## src/rtl/ldg_pkg.sv

```systemverilog
`default_nettype none
// -----------------------------------------------------------------------------
// ldg_pkg: shared constants and types of the line dot generator
// Holds the command kinds, the step direction codes, the color width and the
// status bundle that each queue reports.
// -----------------------------------------------------------------------------
package ldg_pkg;

	// Command kinds carried from the front part to the back part.
	localparam logic KIND_START = 1'b0;
	localparam logic KIND_STEP  = 1'b1;

	// Step direction codes for one axis.
	localparam logic [1:0] DIR_NONE = 2'd0;
	localparam logic [1:0] DIR_POS  = 2'd1;
	localparam logic [1:0] DIR_NEG  = 2'd3;

	// Width of the pen color.
	localparam int COLOR_BITS = 16;

	// Status flags of a queue.
	typedef struct packed {
		logic full;
		logic empty;
	} ldg_q_stat_t;

endpackage
`default_nettype wire

```

## src/rtl/ldg_queue.sv

```systemverilog
`default_nettype none
// -----------------------------------------------------------------------------
// ldg_queue: two-entry first-in first-out queue
// Decouples a producer from a consumer so each side can stall on its own; a
// push and a pop in the same cycle keep one transaction per cycle unless full.
// -----------------------------------------------------------------------------
module ldg_queue #(
	parameter int WIDTH = 8
) (
	input  wire logic              clk,
	input  wire logic              arst_n,
	input  wire logic              push,
	input  wire logic [WIDTH-1:0]  wr_data,
	input  wire logic              pop,
	output logic [WIDTH-1:0]       rd_data,
	output ldg_pkg::ldg_q_stat_t   stat
);
	import ldg_pkg::*;

	logic [WIDTH-1:0] mem_q [2];
	logic             wr_ptr_q;
	logic             rd_ptr_q;
	logic [1:0]       count_q;
	logic             do_push;
	logic             do_pop;

	// Status and handshake qualification.
	assign stat.full  = (count_q == 2'd2);
	assign stat.empty = (count_q == 2'd0);
	assign do_push    = push && !stat.full;
	assign do_pop     = pop && !stat.empty;
	assign rd_data    = mem_q[rd_ptr_q];

	// Pointers and fill count.
	always_ff @(posedge clk or negedge arst_n) begin
		if (!arst_n) begin
			wr_ptr_q <= 1'b0;
			rd_ptr_q <= 1'b0;
			count_q  <= 2'd0;
		end else begin
			if (do_push) begin
				wr_ptr_q <= ~wr_ptr_q;
			end
			if (do_pop) begin
				rd_ptr_q <= ~rd_ptr_q;
			end
			unique case ({do_push, do_pop})
				2'b10:   count_q <= count_q + 2'd1;
				2'b01:   count_q <= count_q - 2'd1;
				default: count_q <= count_q;
			endcase
		end
	end

	// Entry storage.
	always_ff @(posedge clk) begin
		if (do_push) begin
			mem_q[wr_ptr_q] <= wr_data;
		end
	end

endmodule
`default_nettype wire

```

## src/rtl/ldg_front.sv

```systemverilog
`default_nettype none
// -----------------------------------------------------------------------------
// ldg_front: input classification for the line dot generator
// Turns an incoming transaction into a command word: for a start it forms the
// absolute deltas, the step directions and the span of the line.
// -----------------------------------------------------------------------------
module ldg_front #(
	parameter int COORD_BITS = 10,
	parameter int CMD_W      = 1 + 5 * COORD_BITS + 4 + 16
) (
	input  wire logic                         kind,
	input  wire logic [COORD_BITS-1:0]        start_col,
	input  wire logic [COORD_BITS-1:0]        start_row,
	input  wire logic [COORD_BITS-1:0]        end_col,
	input  wire logic [COORD_BITS-1:0]        end_row,
	input  wire logic [ldg_pkg::COLOR_BITS-1:0] pen_color,
	output logic [CMD_W-1:0]                  cmd
);
	import ldg_pkg::*;

	logic [COORD_BITS-1:0] abs_dcol;
	logic [COORD_BITS-1:0] abs_drow;
	logic [COORD_BITS-1:0] span;
	logic [1:0]            dir_col;
	logic [1:0]            dir_row;

	// Column delta and direction.
	always_comb begin
		priority if (end_col > start_col) begin
			abs_dcol = end_col - start_col;
			dir_col  = DIR_POS;
		end else if (end_col < start_col) begin
			abs_dcol = start_col - end_col;
			dir_col  = DIR_NEG;
		end else begin
			abs_dcol = '0;
			dir_col  = DIR_NONE;
		end
	end

	// Row delta and direction.
	always_comb begin
		priority if (end_row > start_row) begin
			abs_drow = end_row - start_row;
			dir_row  = DIR_POS;
		end else if (end_row < start_row) begin
			abs_drow = start_row - end_row;
			dir_row  = DIR_NEG;
		end else begin
			abs_drow = '0;
			dir_row  = DIR_NONE;
		end
	end

	// The span is the larger of the two deltas.
	assign span = (abs_dcol > abs_drow) ? abs_dcol : abs_drow;

	// Command word, unpacked in the same order by the back part.
	assign cmd = {kind, start_col, start_row, abs_dcol, abs_drow, span,
		dir_col, dir_row, pen_color};

endmodule
`default_nettype wire

```

## src/rtl/ldg_back.sv

```systemverilog
`default_nettype none
// -----------------------------------------------------------------------------
// ldg_back: line stepping engine of the line dot generator
// Holds the state of the running line, takes one command a cycle while the
// result queue has room, and pushes the resulting dot into the result queue.
// -----------------------------------------------------------------------------
module ldg_back #(
	parameter int COORD_BITS = 10,
	parameter int CMD_W      = 1 + 5 * COORD_BITS + 4 + 16,
	parameter int DOT_W      = 2 * COORD_BITS + 16 + 1
) (
	input  wire logic                clk,
	input  wire logic                arst_n,
	input  wire logic [CMD_W-1:0]    cmd,
	input  wire ldg_pkg::ldg_q_stat_t cmd_stat,
	output logic                     cmd_pop,
	input  wire ldg_pkg::ldg_q_stat_t dot_stat,
	output logic                     dot_push,
	output logic [DOT_W-1:0]         dot
);
	import ldg_pkg::*;

	localparam int EB = COORD_BITS + 1;

	// Unpacked command fields.
	logic                  c_kind;
	logic [COORD_BITS-1:0] c_col;
	logic [COORD_BITS-1:0] c_row;
	logic [COORD_BITS-1:0] c_dcol;
	logic [COORD_BITS-1:0] c_drow;
	logic [COORD_BITS-1:0] c_span;
	logic [1:0]            c_dir_col;
	logic [1:0]            c_dir_row;
	logic [COLOR_BITS-1:0] c_color;

	// Line state.
	logic [COORD_BITS-1:0] cur_col_q;
	logic [COORD_BITS-1:0] cur_row_q;
	logic [EB-1:0]         err_col_q;
	logic [EB-1:0]         err_row_q;
	logic [COORD_BITS-1:0] abs_dcol_q;
	logic [COORD_BITS-1:0] abs_drow_q;
	logic [1:0]            dir_col_q;
	logic [1:0]            dir_row_q;
	logic [COORD_BITS-1:0] span_q;
	logic [COORD_BITS-1:0] steps_done_q;
	logic [COLOR_BITS-1:0] line_color_q;
	logic                  active_q;

	// Step results.
	logic                  fire;
	logic [EB-1:0]         ec_sum;
	logic [EB-1:0]         er_sum;
	logic                  col_move;
	logic                  row_move;
	logic [EB-1:0]         ec_next;
	logic [EB-1:0]         er_next;
	logic [COORD_BITS-1:0] col_next;
	logic [COORD_BITS-1:0] row_next;
	logic [COORD_BITS-1:0] steps_next;
	logic                  step_last;

	assign {c_kind, c_col, c_row, c_dcol, c_drow, c_span, c_dir_col, c_dir_row,
		c_color} = cmd;

	// A command is taken whenever one waits and the result queue has room.
	assign fire    = !cmd_stat.empty && !dot_stat.full;
	assign cmd_pop = fire;

	// Error accumulation and coordinate moves of one step.
	assign ec_sum   = err_col_q + {1'b0, abs_dcol_q};
	assign er_sum   = err_row_q + {1'b0, abs_drow_q};
	assign col_move = (ec_sum > {1'b0, span_q});
	assign row_move = (er_sum > {1'b0, span_q});
	assign ec_next  = col_move ? (ec_sum - {1'b0, span_q}) : ec_sum;
	assign er_next  = row_move ? (er_sum - {1'b0, span_q}) : er_sum;

	always_comb begin
		col_next = cur_col_q;
		if (col_move) begin
			unique case (dir_col_q)
				DIR_POS: col_next = cur_col_q + COORD_BITS'(1);
				DIR_NEG: col_next = cur_col_q - COORD_BITS'(1);
				default: col_next = cur_col_q;
			endcase
		end
	end

	always_comb begin
		row_next = cur_row_q;
		if (row_move) begin
			unique case (dir_row_q)
				DIR_POS: row_next = cur_row_q + COORD_BITS'(1);
				DIR_NEG: row_next = cur_row_q - COORD_BITS'(1);
				default: row_next = cur_row_q;
			endcase
		end
	end

	assign steps_next = steps_done_q + COORD_BITS'(1);
	assign step_last  = (steps_next == span_q);

	// Result dot: the start point for a start, the new point for a step.
	always_comb begin
		if (c_kind == KIND_START) begin
			dot_push = fire;
			dot      = {c_col, c_row, c_color, (c_span == '0)};
		end else begin
			dot_push = fire && active_q;
			dot      = {col_next, row_next, line_color_q, step_last};
		end
	end

	// State update.
	always_ff @(posedge clk or negedge arst_n) begin
		if (!arst_n) begin
			cur_col_q    <= '0;
			cur_row_q    <= '0;
			err_col_q    <= '0;
			err_row_q    <= '0;
			abs_dcol_q   <= '0;
			abs_drow_q   <= '0;
			dir_col_q    <= DIR_NONE;
			dir_row_q    <= DIR_NONE;
			span_q       <= '0;
			steps_done_q <= '0;
			line_color_q <= '0;
			active_q     <= 1'b0;
		end else if (fire) begin
			if (c_kind == KIND_START) begin
				cur_col_q    <= c_col;
				cur_row_q    <= c_row;
				err_col_q    <= {1'b0, c_dcol};
				err_row_q    <= {1'b0, c_drow};
				abs_dcol_q   <= c_dcol;
				abs_drow_q   <= c_drow;
				dir_col_q    <= c_dir_col;
				dir_row_q    <= c_dir_row;
				span_q       <= c_span;
				steps_done_q <= '0;
				line_color_q <= c_color;
				active_q     <= (c_span != '0);
			end else if (active_q) begin
				cur_col_q    <= col_next;
				cur_row_q    <= row_next;
				err_col_q    <= ec_next;
				err_row_q    <= er_next;
				steps_done_q <= steps_next;
				active_q     <= !step_last;
			end
		end
	end

endmodule
`default_nettype wire

```

## src/rtl/line_dot_generator.sv

```systemverilog
`default_nettype none
// -----------------------------------------------------------------------------
// line_dot_generator: error-accumulation line rasterizer
// A start transaction loads two endpoints and a color and yields the start
// dot; each step transaction yields the next dot of the line.
//
// Input side is a queue: a transaction is taken when push is high and full is
// low. A start (kind 0) carries both endpoints and the pen color; a step
// (kind 1) asks for the next dot and gives no dot while no line is active.
// Result side is a queue too: the oldest dot stands on dot_col, dot_row,
// dot_color and last_dot while empty is low, and pop takes it.
// Throughput is one transaction per cycle in both directions while the receiver
// pops. A transaction waits in the command queue and its dot in the result
// queue. The stepping engine does one error add, compare and subtract per axis
// each cycle, which sets that rate. When the receiver stalls, the two-entry
// result queue fills, the engine holds, the two-entry command queue fills and
// full rises; nothing is lost. Reset empties both queues and leaves no line
// active.
// -----------------------------------------------------------------------------
module line_dot_generator #(
	parameter int COORD_BITS = 10
) (
	input  wire logic                         clk,
	input  wire logic                         arst_n,
	input  wire logic                         push,
	output logic                              full,
	input  wire logic                         kind,
	input  wire logic [COORD_BITS-1:0]        start_col,
	input  wire logic [COORD_BITS-1:0]        start_row,
	input  wire logic [COORD_BITS-1:0]        end_col,
	input  wire logic [COORD_BITS-1:0]        end_row,
	input  wire logic [ldg_pkg::COLOR_BITS-1:0] pen_color,
	output logic                              empty,
	input  wire logic                         pop,
	output logic [COORD_BITS-1:0]             dot_col,
	output logic [COORD_BITS-1:0]             dot_row,
	output logic [ldg_pkg::COLOR_BITS-1:0]    dot_color,
	output logic                              last_dot
);
	import ldg_pkg::*;

	localparam int CMD_W = 1 + 5 * COORD_BITS + 4 + COLOR_BITS;
	localparam int DOT_W = 2 * COORD_BITS + COLOR_BITS + 1;

	logic [CMD_W-1:0] cmd_in;
	logic [CMD_W-1:0] cmd_out;
	ldg_q_stat_t      cmd_stat;
	logic             cmd_pop;
	logic [DOT_W-1:0] dot_in;
	logic [DOT_W-1:0] dot_out;
	ldg_q_stat_t      dot_stat;
	logic             dot_push;

	// Front part: classify the transaction and form the line parameters.
	ldg_front #(
		.COORD_BITS(COORD_BITS),
		.CMD_W     (CMD_W)
	) u_front (
		.kind     (kind),
		.start_col(start_col),
		.start_row(start_row),
		.end_col  (end_col),
		.end_row  (end_row),
		.pen_color(pen_color),
		.cmd      (cmd_in)
	);

	// Command queue between the front and back parts.
	ldg_queue #(
		.WIDTH(CMD_W)
	) u_cmd_queue (
		.clk    (clk),
		.arst_n (arst_n),
		.push   (push),
		.wr_data(cmd_in),
		.pop    (cmd_pop),
		.rd_data(cmd_out),
		.stat   (cmd_stat)
	);

	// Back part: step the line and produce dots.
	ldg_back #(
		.COORD_BITS(COORD_BITS),
		.CMD_W     (CMD_W),
		.DOT_W     (DOT_W)
	) u_back (
		.clk     (clk),
		.arst_n  (arst_n),
		.cmd     (cmd_out),
		.cmd_stat(cmd_stat),
		.cmd_pop (cmd_pop),
		.dot_stat(dot_stat),
		.dot_push(dot_push),
		.dot     (dot_in)
	);

	// Result queue toward the receiver.
	ldg_queue #(
		.WIDTH(DOT_W)
	) u_dot_queue (
		.clk    (clk),
		.arst_n (arst_n),
		.push   (dot_push),
		.wr_data(dot_in),
		.pop    (pop),
		.rd_data(dot_out),
		.stat   (dot_stat)
	);

	assign full  = cmd_stat.full;
	assign empty = dot_stat.empty;
	assign {dot_col, dot_row, dot_color, last_dot} = dot_out;

endmodule
`default_nettype wire

```

## config.mk

```make
export PLATFORM = sky130hd
export DESIGN_NAME = line_dot_generator
export DESIGN_NICKNAME = d
export VERILOG_FILES = /design/src/rtl/ldg_pkg.sv /design/src/rtl/ldg_queue.sv /design/src/rtl/ldg_front.sv /design/src/rtl/ldg_back.sv /design/src/rtl/line_dot_generator.sv
export SDC_FILE = /design/constraint.sdc
export NUM_CORES = 1
export LEC_CHECK = 0
export BUFFER_PORTS_ARGS = -buffer_cell sky130_fd_sc_hd__buf_2
export CAP_MARGIN = 20
export CORE_UTILIZATION = 55
export DETAILED_ROUTE_END_ITERATION = 12
export PLACE_DENSITY = 0.82
export REMOVE_ABC_BUFFERS = 1
export SYNTH_ARGS = -nofsm -noshare
export SYNTH_HDL_FRONTEND = slang
export SYNTH_SLANG_ARGS = --single-unit
```

## constraint.sdc

```tcl
create_clock -name clk -period 5.7 [get_ports clk]
set_input_delay 0.57 -clock clk [delete_from_list [all_inputs] [get_ports clk]]
set_output_delay 0.57 -clock clk [all_outputs]
set_load 0.005 [all_outputs]
```

# Yosys cells after proc, flatten, opt, wreduce, memory -nomap -nowiden
# Memories as Yosys holds them, arrays and structs flattened.
# Index checks and enable logic that the tools add are counted.
# op_classes
muxes	35
addsub	17
bitwise	5
n_eq_ne	12
reduce_logical	19
n_lt_le_gt_ge	7
# op_table
cell	n
2-to-1 mux 10 bit	13
2-to-1 mux 11 bit	6
case mux 10 bit (2 select lines)	2
subtractor 10 bit	4
2-to-1 mux 37 bit	1
adder 10 x 1 -> 10 bit, second input constant	3
greater-than comparator 10 bit	3
adder 11 x 10 -> 11 bit	2
greater-than comparator 11 x 10 -> 1 bit	2
subtractor 11 x 10 -> 11 bit	2
less-than comparator 10 bit	2
subtractor 10 x 1 -> 10 bit, second input constant	2
equality test 2 bit, second input constant	6
equality test 10 bit	1
zero test 10 bit	1
nonzero test 10 bit	1
equality test 2 x 1 -> 1 bit, second input constant	4
2-to-1 mux 2 bit	4
case mux 2 bit (2 select lines)	2
2-to-1 mux 1 bit	7
logical AND 1 bit	6
zero test 1 bit	5
NOT 1 bit	5
adder 2 x 1 -> 2 bit, second input constant	2
other kinds (5)	9
# word_totals
word_cells	115
inputBits	61
memories	2
ram_bits	216
ff_bits	111
# memory_table
name	depth	word_bits	rd	rd_ports_with_merged_regs	wr	line	rtl
u_cmd_queue.mem_q	2	71	1	0	1	ldg_queue.sv:20	logic [WIDTH-1:0] mem_q [2];
u_dot_queue.mem_q	2	37	1	0	1	ldg_queue.sv:20	

# Longest topological paths before layout
# Gate-level depths: netlist of the first run.
# logic_depth
ltp_word	8
depth_mapped	20
depth_no_buf	19

# Cells and area by module
# From an unflattened synthesis of the first run, not the netlist that was laid out.
# hier_totals
hier_cells	1717
hier_area_um2	19332.3
# by_module_without_submodules
module	area_each_um2	cells_each	seq_area_each_um2	instances
ldg_back	8052.7	973	2577.5	1
ldg_queue (u_cmd_queue)	5670.4	239	4364.2	1
ldg_queue (u_dot_queue)	2949.1	133	2322.2	1
ldg_front	2660.1	372	0.0	1

# Worst setup path after synthesis of the first run
# OpenSTA, ideal clock, no wires.
# synth_timing
path_kind	input -> register
startpoint	input end_row[0]
endpoint	memory u_cmd_queue.mem_q[0][29] (netlist name), data pin
t_required_ns	5.438
path_slack_ns	1.094
t_arrival_ns	4.344
stages	19
path_cell_list	inv_1 > ha_1 > fa_1 > nand3b_1 > a21oi_2 > o311ai_4 > nand2_1 > inv_2 > buf_4 > o311ai_0 > o21ai_0 > ha_1 > and4_1 > nand3_1 > nor2_1 > o31ai_1 > a21oi_1 > buf_1 > mux2_2
# synth_via
elab_chain_cells	5
# synth_lines
item	line	rtl
start: declaration	line_dot_generator.sv:31	input wire logic [COORD_BITS-1:0] end_row,
subtractor 10 bit / less-than comparator 10 bit (equally long branches)	ldg_front.sv:47, ldg_front.sv:46	
2-to-1 mux 10 bit	ldg_front.sv:46	end else if (end_row < start_row) begin
2-to-1 mux 10 bit (*)	ldg_front.sv:43	priority if (end_row > start_row) begin
greater-than comparator 10 bit	ldg_front.sv:56	assign span = (abs_dcol > abs_drow) ? abs_dcol : abs_drow;
2-to-1 mux 10 bit (*)	ldg_front.sv:56	
named net cmd_in[29]	line_dot_generator.sv:45	logic [CMD_W-1:0] cmd_in;
end: declaration	ldg_queue.sv:20	
# The timed path passes the listed nets; every way through them passes the cells marked *.

# Worst setup path in the final report of the first run
# layout_timing
startpoint	register u_back.abs_drow_q[0]
endpoint	memory u_dot_queue.mem_q[0][18] (netlist name), data pin
# layout_via
elab_chain_cells	4
# layout_lines
item	line	rtl
start: declaration	ldg_back.sv:42	logic [COORD_BITS-1:0] abs_drow_q;
start signal: assignment	ldg_back.sv:136	abs_drow_q <= c_drow;
adder 11 x 10 -> 11 bit	ldg_back.sv:72	assign er_sum = err_row_q + {1'b0, abs_drow_q};
greater-than comparator 11 x 10 -> 1 bit	ldg_back.sv:74	assign row_move = (er_sum > {1'b0, span_q});
2-to-1 mux 10 bit	ldg_back.sv:91	if (row_move) begin
2-to-1 mux 37 bit	ldg_back.sv:105	if (c_kind == KIND_START) begin
named net dot_in[18]	line_dot_generator.sv:49	logic [DOT_W-1:0] dot_in;
end: declaration	ldg_queue.sv:20	
# The timed path passes the listed nets, and every way through them passes these cells.

==> metrics, run 1 <==
outcome=finished, final reports clean; dpl hpwl=30.4 mm; RD Place Congestion=0.912; row count=66; Synth top area share=0.357; die width=184 um; PostCTS Resize Cnt=0; 1st-iter DRT viols=1,157; top post-synthesis cells by area=edfxtp_1, dfrtp_1, ha_1; GRT Overall Usage=0.262; total CTS buffers=34; Synth area leader=edfxtp_1; first-pass GRT wire length=69.4 mm; Post-Route WL=43.3 mm; synth warn=0; Ant. Diodes=0; Die Y-Extent=184 um; utilization after layout=0.626; Clock transition at path regs=0.06 ns; Top delay family on crit path=compound AO/OA/AOI/OAI gates; antenna violations before repair=0; total negative slack=0 ns; share of synthesized registers carrying an async set or reset=0.339; # IOs=100; CP Class=reg2reg; DR vias/cell=6.04; vias=13,200; vias in the first global route=13,200; minimum clock period=4.70 ns; Clock Skew=0.0219 ns; I/O Buffers=99; crit-path cells=ha_1, inv_1, fa_1, nor2b_1, o31a_1, o21ai_0, a21oi_1, xor2_1, ha_1, nand4_1, o32a_1, and2_1, a221oi_4, nor2_1, a221oi_1; cell repeated most along the worst path=ha_1; Slowest cell on crit path=a221oi_4; Skew-Pair Late Insertion Delay=0.53 ns; FF/Latch Area=0.00927 mm2; number of enable flip-flop cells after synthesis=216; FMAX=213 MHz; Starting Density=0.559; hold buffers post-CTS=0; Final Max Tran Viols=0; Worst slew margin=0.333; crit path launch type=register; Synth Cell Area=0.0182 mm2; critical path arrival=4.99 ns; area delta synth->final=11.9%; Synth Flop Type=edfxtp_1; CTS tree=built; most common cell in the netlist=edfxtp_1; Post-CTS Setup Bufs=0; Hold Vio Cnt, Final=0; post-route clock period utilization=0.825; max-cap violation count=0; Slew @ Worst Pin=1.00 ns; commonest cells in the netlist=edfxtp_1, nand2_1, dfrtp_1; clk root buf=clkbuf_16; crit-path max cell delay=0.63 ns; worst hold slack=0.204 ns; Crit. End Element=register; Worst Path Buf+Inv=1; mean area per synthesized cell=11.1 um2; final net count=1,902; crit-path max FO=12; largest net degree at the start of global routing=69; post-route ant nets=0; gr ovfl total=0; fillers=2,502; share of layout cells above drive strength 1=0.139; RSZ-0062 raised after global routing=no; DR WL/cell=19.8 um; Sinks on Clock Net=327; drt pass-1 iters=6; area occupied by multi-input gates=0.00827 mm2; post-synthesis cell type count=75; total core area=0.0325 mm2; Cells after DPL=2,129; Yosys reg bits=327; Req. time, crit path=5.98 ns; worst min path class=in2async; number of remaining DRC errors=0; Post-Layout Cell Count=2,192; H-tree depth=2; Seq/Total Area, Yosys=0.509; Setup-failing EPs final=0; CTS Buffer Depth=3; cell count after synthesis=1,636; Die Footprint=0.0338 mm2
## registers in the layout, indices dropped and copies added (netlist names), 2 cells and up
signal and flops:
u_back.dir_col_q 2, u_dot_queue.count_q 2, u_back.steps_done_q 10, u_cmd_queue.count_q 2, u_back.cur_col_q 10, u_back.err_row_q 11, u_back.span_q 10, u_back.err_col_q 11
u_back.abs_dcol_q 10, u_back.line_color_q 16, u_back.cur_row_q 10, u_cmd_queue.mem_q 142, u_dot_queue.mem_q 74, u_back.abs_drow_q 10, u_back.dir_row_q 2
## per-layer routing
layer | global-route usage | part of all wire
met1 | 0.336 | 0.42
met2 | 0.446 | 0.48
met3 | 0.0448 | 0.069
met4 | 0.0930 | 0.031
met5 | 0 | 0
## final timing paths
path,start,end,slack [ns],cells past startpoint
setup / recovery,u_back.abs_drow_q[0],u_dot_queue.mem_q[0][18],1.0,15
setup reg to reg,u_back.abs_drow_q[0],u_dot_queue.mem_q[0][18],1.0,15
hold / removal,arst_n,u_back.line_color_q[10],0.20,1
max in group asynchronous,arst_n,u_back.err_row_q[7],4.34,2
hold reg to reg,u_back.span_q[8],u_back.span_q[8],0.48,2
min in group clk,pen_color[6],u_cmd_queue.mem_q[0][6],0.23,1
## worst reg2reg max path: cells and delay by family (launching register included)
kind / cells / cell delay [ns]
compound gates: 6 / 2.04
xor+xnor: 1 / 0.11
fa+ha+maj: 3 / 1.03
buf+inv: 1 / 0.07
flops: 1 / 0.37
simple gates: 4 / 0.84
## cells in the final DEF (no fill, tap or decap), types with 19 or more instances in the layout
master and count:
a211oi_1 20, a21o_1 35, a21oi_1 84, buf_2 98
buf_4 20, clkbuf_16 34, dfrtp_1 109, edfxtp_1 216
ha_1 107, inv_1 110, mux2_2 47, mux2i_1 100
nand2_1 121, nand3_1 22, nor2_1 90, nor2b_1 25
nor3_1 37, o21a_1 19, o21ai_0 108, xnor2_1 47
xor2_1 24
## through the flow
| stage | setup WS [ns] | area (um2) |
|---|---|---|
| 2_1_floorplan | -2.48 | 17900 |
| 6_report | 0.997 | 20400 |
| 4_1_cts | 1.13 | 20300 |
| 5_1_grt | 0.759 | 20400 |
| 3_5_place_dp | 0.690 | 19200 |
| 3_3_place_gp | 0.760 | 19100 |
## layout make-up
cell class | instances | share of cell area
inverter | 113 | 0.0208
tap | 442 | 0.0272
clock buffer | 39 | 0.0432
multi-input combinational | 1128 | 0.406
clock inverter | 23 | 0.0149
sequential | 327 | 0.455
timing repair buffer | 120 | 0.0326
## cell families (layout without fill, tap and decap cells)
logic type / count (synthesis) / after routing / share of synthesized area
flip-flops: 327 / 327 / 0.509
XOR/XNOR: 71 / 71 / 0.0342
AO/OA/AOI/OAI: 409 / 409 / 0.149
multiplexers: 148 / 148 / 0.0847
buffers and inverters: 181 / 295 / 0.0388
AND/OR/NAND/NOR: 383 / 383 / 0.0994
adder cells (fa/ha/maj): 117 / 117 / 0.0846
Power of run 1 is not shown: default switching activity piles up to over one toggle a cycle in this logic, so the estimate is an artifact.
==> inputs of run 2 (changes only) <==
--- a/config.mk
+++ b/config.mk
@@ -5,11 +5,12 @@
 export SDC_FILE = /design/constraint.sdc
 export NUM_CORES = 1
 export LEC_CHECK = 0
+export ABC_AREA = 1
 export BUFFER_PORTS_ARGS = -buffer_cell sky130_fd_sc_hd__buf_2
 export CAP_MARGIN = 20
 export CORE_UTILIZATION = 55
 export DETAILED_ROUTE_END_ITERATION = 12
-export PLACE_DENSITY = 0.82
+export PLACE_DENSITY = 0.85
 export REMOVE_ABC_BUFFERS = 1
 export SYNTH_ARGS = -nofsm -noshare
 export SYNTH_HDL_FRONTEND = slang
==> constraint.sdc (replaced) <==
create_clock -name clk -period 4.1 [get_ports clk]
set_input_delay 0.41 -clock clk [delete_from_list [all_inputs] [get_ports clk]]
set_output_delay 0.41 -clock clk [all_outputs]
set_load 0.005 [all_outputs]
==> metrics, run 2 <==
Biggest register=u_cmd_queue.mem_q; die width=188 um (+2.0%); biggest registers after layout=u_cmd_queue.mem_q (142), u_dot_queue.mem_q (74), u_back.line_color_q (16); most frequent cells in the layout=nand2_1, inv_1, edfxtp_1; Slew @ Worst Pin=0.910 ns (-0.0896 ns); Crit. End Element=register; cell count after synthesis=2,238 (+37%); total CTS buffers=36 (+5.9%); FF/Latch Area=0.00927 mm2 (about the same); worst min path class=in2reg; worst hold slack=0.0766 ns (-0.128 ns); most common cell in the netlist=nand2_1; Clock Skew=0.0196 ns (-0.00230 ns); cell repeated most along the worst path=nand3_1; Synth Cell Area=0.0189 mm2 (+4.1%); largest net degree at the start of global routing=74 (+7.2%); Die Footprint=0.0352 mm2 (+4.1%); Synth Flop Type=edfxtp_1; Skew-Pair Late Insertion Delay=0.53 ns (about the same); DR WL/cell=16.3 um (-17%); final net count=2,503 (+32%); Die Y-Extent=188 um (+2.0%); gr ovfl total=0 (unchanged); max reg flops=142 (unchanged); worst reg-to-reg setup slack=0.28 ns (-0.71 ns); vias in the first global route=14,800 (+12%); RSZ-0062 raised after global routing=no; Starting Density=0.562 (+0.00289); WL met2=22.3 mm (+7.3%); H-tree depth=2 (unchanged); post-route clock period utilization=0.931 (+0.106); commonest cells in the netlist=nand2_1, inv_1, edfxtp_1; wire length on met1=19.2 mm (+5.8%); crit-path max cell delay=0.48 ns (-0.15 ns); Clock transition at path regs=0.06 ns (about the same); share of synthesized registers carrying an async set or reset=0.339 (unchanged); Yosys reg bits=327 (unchanged); post-synthesis cell type count=49 (-35%); fillers=2,722 (+8.8%); most common cell after layout, fill and taps aside=nand2_1; minimum clock period=3.82 ns (-0.886 ns); area occupied by multi-input gates=0.00844 mm2 (+2.1%); # IOs=100 (unchanged); Req. time, crit path=4.37 ns (-1.61 ns); share of layout cells above drive strength 1=0.0940 (-0.0455); GRT Overall Usage=0.260 (-0.00169); crit path launch type=register; top post-synthesis cells by area=edfxtp_1, nand2_1, dfrtp_1; Ant. Diodes=0 (unchanged); I/O Buffers=99 (unchanged); Worst slew margin=0.387 (+0.0533); met3 wire length=3.01 mm (+1.1%); Setup-failing EPs final=0 (unchanged); crit-path cells=ha_1, inv_1, fa_1, nor3_1, nor2_1, o21bai_1, xor2_1, inv_1, ha_2, nand2_1, nor2_1, nand3_1, nand3_1, nand2_1, nand2_1, nand2_4, buf_4, nand3_1, nand3_1, and2_1; crit-path max FO=8 (-4); Slowest cell on crit path=fa_1; Top delay family on crit path=simple AND/OR/NAND/NOR gates; FMAX=262 MHz (+23%); vias=15,200 (+15%); first-pass GRT wire length=73.3 mm (+5.7%); 1st-iter DRT viols=1,160 (+0.26%); RD Place Congestion=0.914 (+0.30%); Hold Vio Cnt, Final=0 (unchanged); CP Class=reg2reg; Final Max Tran Viols=0 (unchanged); drt pass-1 iters=6 (unchanged); Post-Route WL=45.7 mm (+5.4%); top sig layer=met4; area delta synth->final=11.3%; CTS tree=built; row count=67 (+1.5%); clk root buf=clkbuf_16; outcome=finished, final reports clean; post-route ant nets=0 (unchanged); number of enable flip-flop cells after synthesis=216 (unchanged); CTS Buffer Depth=3 (unchanged); Seq/Total Area, Yosys=0.489 (-0.0201); critical path arrival=4.09 ns (-0.90 ns); Worst Path Buf+Inv=3 (+2); antenna violations before repair=0 (unchanged); dpl hpwl=31.7 mm (+4.3%); DR vias/cell=5.43 (-10%); Sinks on Clock Net=327 (unchanged); synth warn=0 (unchanged); Synth area leader=edfxtp_1; utilization after layout=0.626 (about the same); mean area per synthesized cell=8.46 um2 (-24%); max-cap violation count=0 (unchanged); Synth top area share=0.342 (-0.0141); number of remaining DRC errors=0 (unchanged); total core area=0.0337 mm2 (+3.6%)
-- run 2: cell types whose count changed after synthesis, sizes merged, moves of 30 or more --
cell | previous run | this run
xor2 | 24 | 58
mux2 | 47 | 0
mux2i | 101 | 14
nand2 | 122 | 885
inv | 111 | 227
nand3 | 22 | 109
nor3 | 38 | 8
-- run 2: cells by family (layout without fill, tap and decap cells) --
family / count (synthesis) / in the layout / share of synthesized area
simple gates: 1149 / 1150 / 0.246
flops: 327 / 327 / 0.489
buf+inv: 308 / 421 / 0.0682
compound gates: 243 / 243 / 0.0713
fa+ha+maj: 117 / 117 / 0.0812
xor+xnor: 80 / 80 / 0.0370
mux: 14 / 14 / 0.00740
-- run 2: final timing paths --
path,start,end,cells past startpoint
max,u_back.abs_dcol_q[0],u_dot_queue.mem_q[0][27],20
min,pen_color[3],u_cmd_queue.mem_q[0][3],1
max reg2reg,u_back.abs_dcol_q[0],u_dot_queue.mem_q[0][27],20
min reg2reg,u_back.abs_drow_q[8],u_back.abs_drow_q[8],2
max in group asynchronous,arst_n,u_back.line_color_q[15],4
min in group asynchronous,arst_n,u_back.cur_col_q[8],2
-- run 2: final cells by class --
class,count,area share
clock buffer,47,0.0466
clock inverter,18,0.00943
inverter,229,0.0412
multi-input combinational,1604,0.400
sequential,327,0.439
tap,448,0.0266
timing repair buffer,127,0.0364
-- run 2: what timing repair did --
| item | CTS | global route |
|---|---|---|
| gates resized for setup | 0 | 4 |
| endpoints found under the hold margin | 0 | 11 |
| setup endpoints to repair | 0 | 14 |
| hold buffers | 0 | 1 |
| buffers inserted | 0 | 0 |
-- run 2: stage by stage --
stage | instance area [um2] | setup TNS, ns | cells | setup WS, ns
after CTS | 21000 | 0 | 2797 | 0.286
final | 21100 | 0 | 2800 | 0.284
after global routing | 21100 | 0 | 2800 | 0.00635
after detailed placement | 19800 | 0 | 2732 | 0.145
after floorplan | 18500 | -184.88 | 2159 | -2.00
after global placement | 19800 | 0 | 2732 | 0.246
-- run 2: metal layers --
layer / vias to the layer above / GRT usage
li1: 7443 / -
met1: 7170 / 0.336
met2: 513 / 0.448
met3: 78 / 0.0387
met4: 0 / 0.0891
met5: - / 0
Power of run 2 is left out for the same reason.
